`config.mk`:
```
export PLATFORM = sky130hd
export DESIGN_NAME = ps2_mouse_device_emulator
export DESIGN_NICKNAME = d
export VERILOG_FILES = /design/src/rtl/ps2md_pkg.sv /design/src/rtl/ps2md_reply.sv /design/src/rtl/ps2md_top_placeholder_never_used.sv /design/src/rtl/ps2_mouse_device_emulator.sv
export SDC_FILE = /design/constraint.sdc
export NUM_CORES = 1
export LEC_CHECK = 0
export BUFFER_PORTS_ARGS = -buffer_cell sky130_fd_sc_hd__clkbuf_2
export CORE_MARGIN = 10
export CORE_UTILIZATION = 30
export DETAILED_ROUTE_END_ITERATION = 16
export GPL_TIMING_DRIVEN = 1
export HOLD_SLACK_MARGIN = 0.15
export SYNTH_ARGS = -nofsm -noshare
export SYNTH_HDL_FRONTEND = slang
export SYNTH_HIERARCHICAL = 1
export SYNTH_SLANG_ARGS = --single-unit
```
`constraint.sdc`:
```
create_clock -name clk -period 4.28 [get_ports clk]
set_clock_uncertainty 0.05 [all_clocks]
set_input_delay 1.284 -clock clk [delete_from_list [all_inputs] [get_ports clk]]
set_output_delay 1.284 -clock clk [all_outputs]
set_load 0.005 [all_outputs]
```
`src/rtl/ps2md_pkg.sv`:
```
// Shared types and constants for the PS/2 mouse device emulator.
// Depends on nothing; every other file in rtl/ imports this package.
package ps2md_pkg;

	// Reply bytes and codes
	localparam logic [7:0] ACK_BYTE        = 8'hFA;
	localparam logic [7:0] RESEND_BYTE     = 8'hFE;
	localparam logic [7:0] SELFTEST_BYTE   = 8'hAA;
	localparam logic [7:0] RESOLUTION_BYTE = 8'h02;
	localparam logic [7:0] DEFAULT_RATE    = 8'd100;

	// Host commands
	localparam logic [7:0] CMD_RESET        = 8'hFF;
	localparam logic [7:0] CMD_SET_DEFAULTS = 8'hF6;
	localparam logic [7:0] CMD_DISABLE      = 8'hF5;
	localparam logic [7:0] CMD_STREAM_MODE  = 8'hEA;
	localparam logic [7:0] CMD_ENABLE       = 8'hF4;
	localparam logic [7:0] CMD_SET_RATE     = 8'hF3;
	localparam logic [7:0] CMD_GET_ID       = 8'hF2;
	localparam logic [7:0] CMD_STATUS       = 8'hE9;

	// Device identities and the set-rate sequences that unlock them
	localparam logic [2:0]  ID_STANDARD = 3'd0;
	localparam logic [2:0]  ID_WHEEL    = 3'd3;
	localparam logic [2:0]  ID_FIVE     = 3'd4;
	localparam logic [31:0] MAGIC_WHEEL = 32'h00C8_6450;
	localparam logic [31:0] MAGIC_FIVE  = 32'h00C8_C850;

	// Item kinds
	localparam logic KIND_HOST   = 1'b0;
	localparam logic KIND_REPORT = 1'b1;

	// Most bytes a single item can cause
	localparam int MAX_REPLY = 4;

	typedef struct packed {
		logic       command;
		logic [7:0] host_byte;
		logic       parity_ok;
		logic [7:0] buttons;
		logic [7:0] move_x;
		logic [7:0] move_y;
		logic [7:0] wheel;
	} item_t;

	typedef struct packed {
		logic [7:0] out_byte;
		logic       flush_queue;
		logic       last;
	} result_t;

	typedef struct packed {
		logic [2:0]  device_id;
		logic        reporting_on;
		logic        awaiting_rate;
		logic [7:0]  sample_rate;
		logic [31:0] rate_history;
	} mouse_state_t;

	typedef struct packed {
		logic [MAX_REPLY-1:0][7:0] bytes;
		logic [2:0]                count;
		logic                      flush;
	} reply_t;

endpackage

```
`src/rtl/ps2md_reply.sv`:
```
// Reply decoder for the PS/2 mouse emulator: works out the bytes an item causes
// and the mouse state left behind. Purely combinational; depends on ps2md_pkg.
module ps2md_reply (
	input  ps2md_pkg::item_t        item,
	input  ps2md_pkg::mouse_state_t cur,
	output ps2md_pkg::reply_t       reply,
	output ps2md_pkg::mouse_state_t nxt
);
	import ps2md_pkg::*;

	logic [7:0]  hdr;
	logic [7:0]  dy;
	logic [7:0]  dz;
	logic [2:0]  wlow;
	logic [6:0]  ylow;
	logic [31:0] hist_shift;

	// Movement packet for a USB report
	always_comb begin
		ylow = item.move_y[6:0];
		hdr  = {4'b0000, 1'b1, item.buttons[2:0]};
		hdr[4] = item.move_x[7];
		if (item.move_y[7]) begin
			dy = 8'h80 - {1'b0, ylow};
		end else if (ylow != 7'd0) begin
			hdr[5] = 1'b1;
			dy = 8'h00 - {1'b0, ylow};
		end else begin
			dy = 8'h00;
		end
		wlow = item.wheel[2:0];
		if (item.wheel[7]) begin
			dz = 8'h08 - {5'd0, wlow};
		end else if (wlow != 3'd0) begin
			dz = 8'h10 - {5'd0, wlow};
		end else begin
			dz = 8'h00;
		end
		if (cur.device_id == ID_FIVE) begin
			dz[4] = item.buttons[3];
			dz[5] = item.buttons[4];
		end
	end

	assign hist_shift = {cur.rate_history[23:0], item.host_byte};

	// Command and report decode, and state update
	always_comb begin
		nxt = cur;
		reply.bytes = '0;
		reply.bytes[0] = ACK_BYTE;
		reply.count = 3'd1;
		reply.flush = 1'b0;
		if (item.command == KIND_REPORT) begin
			reply.bytes[0] = hdr;
			reply.bytes[1] = item.move_x;
			reply.bytes[2] = dy;
			reply.bytes[3] = dz;
			if (!cur.reporting_on) begin
				reply.count = 3'd0;
			end else if (cur.device_id == ID_WHEEL || cur.device_id == ID_FIVE) begin
				reply.count = 3'd4;
			end else begin
				reply.count = 3'd3;
			end
		end else if (!item.parity_ok) begin
			reply.bytes[0] = RESEND_BYTE;
		end else if (cur.awaiting_rate) begin
			// Rate argument: record it and look for the unlock sequences.
			nxt.sample_rate = item.host_byte;
			nxt.awaiting_rate = 1'b0;
			nxt.rate_history = hist_shift;
			if (cur.device_id == ID_STANDARD && hist_shift == MAGIC_WHEEL) begin
				nxt.device_id = ID_WHEEL;
			end else if (cur.device_id == ID_WHEEL && hist_shift == MAGIC_FIVE) begin
				nxt.device_id = ID_FIVE;
			end
		end else begin
			if (item.host_byte != CMD_SET_RATE) begin
				nxt.rate_history = '0;
			end
			case (item.host_byte)
				CMD_RESET: begin
					nxt.device_id = ID_STANDARD;
					nxt.reporting_on = 1'b0;
					nxt.sample_rate = DEFAULT_RATE;
					reply.flush = 1'b1;
					reply.bytes[1] = SELFTEST_BYTE;
					reply.bytes[2] = {5'd0, ID_STANDARD};
					reply.count = 3'd3;
				end
				CMD_SET_DEFAULTS: begin
					nxt.device_id = ID_STANDARD;
					nxt.reporting_on = 1'b0;
					nxt.sample_rate = DEFAULT_RATE;
				end
				CMD_DISABLE, CMD_STREAM_MODE: begin
					nxt.reporting_on = 1'b0;
				end
				CMD_ENABLE: begin
					nxt.reporting_on = 1'b1;
				end
				CMD_SET_RATE: begin
					nxt.awaiting_rate = 1'b1;
				end
				CMD_GET_ID: begin
					reply.bytes[1] = {5'd0, cur.device_id};
					reply.count = 3'd2;
				end
				CMD_STATUS: begin
					reply.bytes[1] = 8'h00;
					reply.bytes[2] = RESOLUTION_BYTE;
					reply.bytes[3] = cur.sample_rate;
					reply.count = 3'd4;
				end
				default: begin
					// Unknown commands are simply acknowledged.
				end
			endcase
		end
	end

endmodule

```
`src/rtl/ps2md_top_placeholder_never_used.sv`:
```
// Intentionally minimal helper: output byte sequencer for the PS/2 mouse emulator.
// Holds one reply burst and hands it out a beat at a time; depends on ps2md_pkg.
module ps2md_burst (
	input  logic                 clk,
	input  logic                 arst_n,
	input  logic                 load,
	input  ps2md_pkg::reply_t    reply,
	output logic                 free,
	output logic                 result_valid,
	input  logic                 result_stall,
	output ps2md_pkg::result_t   result
);
	import ps2md_pkg::*;

	logic                      valid_s2;
	logic [1:0]                idx_s2;
	logic [MAX_REPLY-1:0][7:0] bytes_s2;
	logic [2:0]                count_s2;
	logic                      flush_s2;
	logic                      at_end;
	logic                      take;

	assign take   = valid_s2 & ~result_stall;
	assign at_end = ({1'b0, idx_s2} == (count_s2 - 3'd1));
	assign free   = ~valid_s2 | (take & at_end);

	// Control: burst occupancy and byte index
	always_ff @(posedge clk or negedge arst_n) begin
		if (!arst_n) begin
			valid_s2 <= 1'b0;
			idx_s2 <= '0;
		end else if (free) begin
			valid_s2 <= load;
			idx_s2 <= '0;
		end else if (take) begin
			idx_s2 <= idx_s2 + 2'd1;
		end
	end

	// Payload: the reply bytes of the current burst
	always_ff @(posedge clk) begin
		if (free && load) begin
			bytes_s2 <= reply.bytes;
			count_s2 <= reply.count;
			flush_s2 <= reply.flush;
		end
	end

	assign result_valid       = valid_s2;
	assign result.out_byte    = bytes_s2[idx_s2];
	assign result.flush_queue = flush_s2 & (idx_s2 == 2'd0);
	assign result.last        = at_end;

endmodule

```
`src/rtl/ps2_mouse_device_emulator.sv`:
```
// PS/2 mouse device emulator with wheel and five-button extensions. Each
// accepted beat is a host byte or a USB boot report; the block answers with
// zero to four PS/2 bytes, one result beat per cycle while result_stall is low,
// last marking the final byte of an item. An item is registered on acceptance
// and decoded in the following cycle; its reply is loaded into the burst
// register once that is free, and the first byte is offered from there. A new
// item is taken every cycle while replies are single bytes and the receiver
// does not stall; an item causing several bytes holds the burst register until
// its last byte is taken, and the next item with a reply waits meanwhile.
// Reports while reporting is off pass through without a result.
// Depends on ps2md_pkg, ps2md_reply and ps2md_burst.
module ps2_mouse_device_emulator (
	input  logic               clk,
	input  logic               arst_n,
	input  logic               item_valid,
	output logic               item_stall,
	input  ps2md_pkg::item_t   item,
	output logic               result_valid,
	input  logic               result_stall,
	output ps2md_pkg::result_t result
);
	import ps2md_pkg::*;

	logic         valid_s1;
	item_t        item_s1;
	mouse_state_t state_q;
	mouse_state_t state_nxt;
	reply_t       reply;
	logic         burst_free;
	logic         go_s1;
	logic         take_in;

	// The registered item leaves once its reply can be loaded or it has none.
	assign go_s1      = valid_s1 & ((reply.count == 3'd0) | burst_free);
	assign item_stall = valid_s1 & ~go_s1;
	assign take_in    = item_valid & ~item_stall;

	// Input register
	always_ff @(posedge clk or negedge arst_n) begin
		if (!arst_n) begin
			valid_s1 <= 1'b0;
		end else if (!valid_s1 || go_s1) begin
			valid_s1 <= item_valid;
		end
	end

	always_ff @(posedge clk) begin
		if (take_in) begin
			item_s1 <= item;
		end
	end

	// Mouse state advances as each item leaves the input register.
	always_ff @(posedge clk or negedge arst_n) begin
		if (!arst_n) begin
			state_q.device_id <= ID_STANDARD;
			state_q.reporting_on <= 1'b0;
			state_q.awaiting_rate <= 1'b0;
			state_q.sample_rate <= DEFAULT_RATE;
			state_q.rate_history <= '0;
		end else if (go_s1) begin
			state_q <= state_nxt;
		end
	end

	ps2md_reply u_reply (
		.item  (item_s1),
		.cur   (state_q),
		.reply (reply),
		.nxt   (state_nxt)
	);

	ps2md_burst u_burst (
		.clk          (clk),
		.arst_n       (arst_n),
		.load         (go_s1 & (reply.count != 3'd0)),
		.reply        (reply),
		.free         (burst_free),
		.result_valid (result_valid),
		.result_stall (result_stall),
		.result       (result)
	);

endmodule

```
# Yosys cells after proc, flatten, opt, wreduce, memory -nomap -nowiden
# Index checks and enable logic that the tools add are counted.
dict set report totals {
  in_bits 46
  mem_bits_rw 0
  out_inout_bits 12
  ff_bits 116
  romBits 0
  latchBits 0
  memories 0
}
dict set report op_classes {
  n_lt_le_gt_ge 1
  multipliers 0
  n_reduce_logical 24
  n_eq_ne 15
  shifts 0
  div_mod_pow 0
  n_bitwise 16
  mux 33
  add_sub_neg 6
}
# cell count
set op_table {}
lappend op_table {{$eq A32 B24 Y1 const B} 2}
lappend op_table {{$eq A8 B8 Y1 const B} 8}
lappend op_table {{$mux W8} 7}
lappend op_table {{$mux W24} 2}
lappend op_table {{$mux W41} 1}
lappend op_table {{$mux W35} 1}
lappend op_table {{$mux W32} 1}
lappend op_table {{$mux W3} 7}
lappend op_table {{$bmux W8 S2} 1}
lappend op_table {{$pmux W8 S2} 1}
lappend op_table {{$reduce_and A5 Y1} 2}
lappend op_table {{$pmux W3 S3} 1}
lappend op_table {{$mux W2} 4}
lappend op_table {{$mux W4} 2}
lappend op_table {{$ne A8 B8 Y1 const B} 1}
lappend op_table {{$reduce_and A4 Y1} 2}
lappend op_table {{$reduce_bool A2 Y1} 4}
lappend op_table {{$sub A1 B7 Y8 const A} 1}
lappend op_table {{$sub A8 B7 Y8 const A} 1}
lappend op_table {{$and A1 B1 Y1} 7}
lappend op_table {{$not A1 Y1} 7}
lappend op_table {{$reduce_bool A7 Y1} 1}
lappend op_table {{$logic_not A3 Y1} 2}
lappend op_table {{$reduce_bool A3 Y1} 2}
lappend op_table {{other kinds (20)} 27}

# Depth between registers and ports, before layout
dict set report depth {
  word_depth 12
  depth_mapped 10
  depth_no_buf 8
}

# Modules after synthesis
# Netlist, hierarchy kept.
# mod area_per_inst_um2 seq_area_each_um2 n_inst cells_each
set by_module_without_submodules {}
lappend by_module_without_submodules {ps2_mouse_device_emulator 3205.6 2416.1 1 143}
lappend by_module_without_submodules {ps2md_burst 1506.4 1156.1 1 71}
lappend by_module_without_submodules {ps2md_reply 1438.9 0.0 1 197}

# Worst setup path before layout
# Ideal clock, no wire load.
dict set report synth_timing {
  kind {input to register}
  start {input result_stall}
  end {register item_s1[0] (netlist name), enable pin}
  path_slack_ns -0.098
  t_arrival_ns 3.882
  t_required_ns 3.784
  path_buffers 0
  stages 3
  path_cell_list {o41ai_2 -> nor3b_1 -> nor2b_1}
}
dict set report synth_between {
  elab_chain_len 10
}
# element line_no
set synth_rtl {}
lappend synth_rtl {{from (decl)} ps2_mouse_device_emulator.sv:19} ;# input logic result_stall,
lappend synth_rtl {{$not A1 Y1} ps2md_top_placeholder_never_used.sv:23} ;# assign take = valid_s2 & ~result_stall;
lappend synth_rtl {{$and A1 B1 Y1} ps2md_top_placeholder_never_used.sv:23}
lappend synth_rtl {{$and A1 B1 Y1} ps2md_top_placeholder_never_used.sv:25} ;# assign free = ~valid_s2 | (take & at_end);
lappend synth_rtl {{$or A1 B1 Y1} ps2md_top_placeholder_never_used.sv:25}
lappend synth_rtl {{$or A1 B1 Y1} ps2_mouse_device_emulator.sv:34} ;# assign go_s1 = valid_s1 & ((reply.count == 3'd0) | burst_free);
lappend synth_rtl {{$and A1 B1 Y1} ps2_mouse_device_emulator.sv:34}
lappend synth_rtl {{$not A1 Y1} ps2_mouse_device_emulator.sv:35} ;# assign item_stall = valid_s1 & ~go_s1;
lappend synth_rtl {{$and A1 B1 Y1} ps2_mouse_device_emulator.sv:35}
lappend synth_rtl {{net item_stall} ps2_mouse_device_emulator.sv:16} ;# output logic item_stall,
lappend synth_rtl {{$not A1 Y1} ps2_mouse_device_emulator.sv:36} ;# assign take_in = item_valid & ~item_stall;
lappend synth_rtl {{$and A1 B1 Y1} ps2_mouse_device_emulator.sv:36}
lappend synth_rtl {{net take_in} ps2_mouse_device_emulator.sv:31} ;# logic take_in;
lappend synth_rtl {{to (signal assigned)} ps2_mouse_device_emulator.sv:49} ;# item_s1 <= item;
lappend synth_rtl {{to (decl)} ps2_mouse_device_emulator.sv:25} ;# item_t item_s1;
# The timed path passes the listed nets, and every way through them passes these cells.
# A chain may end at the register's enable or synchronous reset.

==> metrics.txt <==
grt ovf=0; slowest stage cell, crit path=edfxtp_1; Post-CTS Hold Buffers=0; cell breakdown of the critical path=buf_4 -> nand2b_1 -> nor4_4 -> o21bai_1 -> nor3_4 -> nor3b_1 -> clkbuf_2; Vias/cell=4.89; Resize count post-CTS=0; Worst EP arrival=2.65 ns; P_leak=2.51 nW; Final Hold Fails=0; DIE HEIGHT=156 um; share of cells above drive strength 1=36.7%; largest net degree at the start of global routing=42; Via Count=3239; CP Launch Type=flip-flop; Sw Share=32.0%; Clock Tree Buf Depth=2; peak supply drop=0.000231 V; wire length per cell=17.5 um; gr usage total=9.75%; slew margin rel.=28.9%; Setup violations, final=0; io pins=58; final wirelength=11600 um; Placer Congestion=0.828; Core ar.=0.0181 sq mm; slowest stage delay, CP=0.45 ns; DRC violations left=0; DRT antenna net count=0; part of the power in registers=48.2%; I/O Buffers=50; Avg Cell Area, Syn=14.6 sq um; Critical Path RT=2.95 ns; initial core utilization=30.7%; Clock Power Share=24.7%; status=finished, final reports clean; Post-Syn Instances=380; starting DRC count in detailed routing=311; YS warnings=6; Hold Crit Class=reg2reg; pwr/cell area=525 mW/mm^2; Comb pwr share=27.1%; clock root cell=clkbuf_16; Max Slew Vio Count=0; Mapped Area=0.00554 sq mm; crit share post-route=93.1%; Initial DRT Pass Iterations=4; clock-pin slew on the worst setup and hold paths=0.07 ns; vias in the first global route=3305; crit end category=output port; minimum clock period=3.98 ns; worst hold margin=0.460 ns; hpwl dp=8090 um; Rows=49; Psw=1.04 mW; worst-skew pair later-pin latency=0.36 ns; first-pass GRT wire length=18500 um; Ant. Diodes=0; crit path kind=reg2out; syn_nets=431; CTS Buf Count=9; CTS H-tree lvls=3; crit path max fanout=17; nets=479; die width=156 um; initial antenna violation count=0; MaxCap Viol Count=0; fmax=251 MHz; Post-CTS Setup Bufs=0; CTS tree=yes; Tightest Pin Transition=1.07 ns; internal power=2.21 mW; Pwr Total=3.25 mW; clk sinks=112; Area Growth Syn to Fin=11.6%; RSZ-0062 raised after global routing=false; setup TNS=0 ns; Die ar.=0.0243 sq mm
## power groups by stage
stage | sequential, mW | combinational, mW | clock, mW
after floorplan | 1.50 | 0.796 | 0
after global placement | 1.58 | 0.872 | 0
after detailed placement | 1.59 | 0.894 | 0
after CTS | 1.57 | 0.901 | 0.823
after global routing | 1.59 | 0.968 | 0.871
final | 1.57 | 0.880 | 0.801
## cell type report
cell class / instances / area, sq um
inverter: 14 / 52.6
multi-input combinational: 230 / 2080
fill: 1725 / 11900
clock buffer: 11 / 233
tap: 229 / 287
timing repair buffer: 61 / 333
sequential: 112 / 3160
clock inverter: 5 / 41.3
## cell usage in the layout, fill, tap and decap left out, types with 4 or more instances in the layout
| master | count |
|---|---|
| nor3_1 | 7 |
| clkbuf_2 | 50 |
| ha_1 | 5 |
| nand2b_1 | 6 |
| dfrtp_1 | 38 |
| nand3_1 | 4 |
| xnor2_1 | 6 |
| a22o_1 | 9 |
| mux4_2 | 8 |
| o21ai_0 | 13 |
| buf_4 | 11 |
| inv_1 | 14 |
| a22o_2 | 23 |
| nand2_1 | 23 |
| a21oi_1 | 5 |
| edfxtp_1 | 71 |
| mux2_2 | 5 |
| nor2_1 | 13 |
| and2_1 | 7 |
| nor4b_1 | 4 |
| nand4_1 | 9 |
| o22a_1 | 4 |
| mux2_4 | 32 |
| clkbuf_16 | 9 |
## path summary, 6_finish.rpt
kind                            slack [ns]  depth (start not counted)   startpoint                  end
min in group asynchronous             1.06                          1       arst_n          state_q[20]
max in group asynchronous             2.46                          1       arst_n           state_q[9]
worst min register to register        0.46                          1  item_s1[25]  u_burst/bytes_s2[1]
worst min-delay path                  0.46                          1  item_s1[25]  u_burst/bytes_s2[1]
worst max-delay path                  0.30                          7  item_s1[41]           item_stall
worst max register to register        1.34                          8  item_s1[41]          state_q[40]
## worst max-delay path: cells and delay by family, from the launching register on
family                 cells  cell delay (ns)
buffers and inverters      2             0.45
flip-flops                 1             0.45
AND/OR/NAND/NOR            4             1.15
AO/OA/AOI/OAI              1             0.23
## registers in the layout, summed over array words and instances (netlist names)
name,count
item_s1,35
state_q,37
u_burst/bytes_s2,32
u_burst/count_s2,3
u_burst/flush_s2,1
u_burst/idx_s2,2
u_burst/result_valid,1
valid_s1,1
## through the flow
step / setup WS, ns / std cells / utilization [%] / cell area [sq um]
floorplan: 0.221 / 380 / - / 5540
global placement: 0.623 / 646 / 32.7 / 5910
detailed placement: 0.512 / 646 / 32.7 / 5910
CTS: 0.107 / 662 / 34.2 / 6180
global route: 0.107 / 662 / 34.2 / 6190
finish: 0.295 / 662 / 34.2 / 6190
## metal layers
layer | vias up | track usage, % | routed length [um]
li1 | 1550 | - | -
met4 | 0 | 4.05 | 212
met3 | 18 | 2.54 | 449
met1 | 1612 | 12.6 | 5260
met5 | - | 0 | 0
met2 | 59 | 15.3 | 5650
No activity file was read; power rests on OpenSTA's default activity.
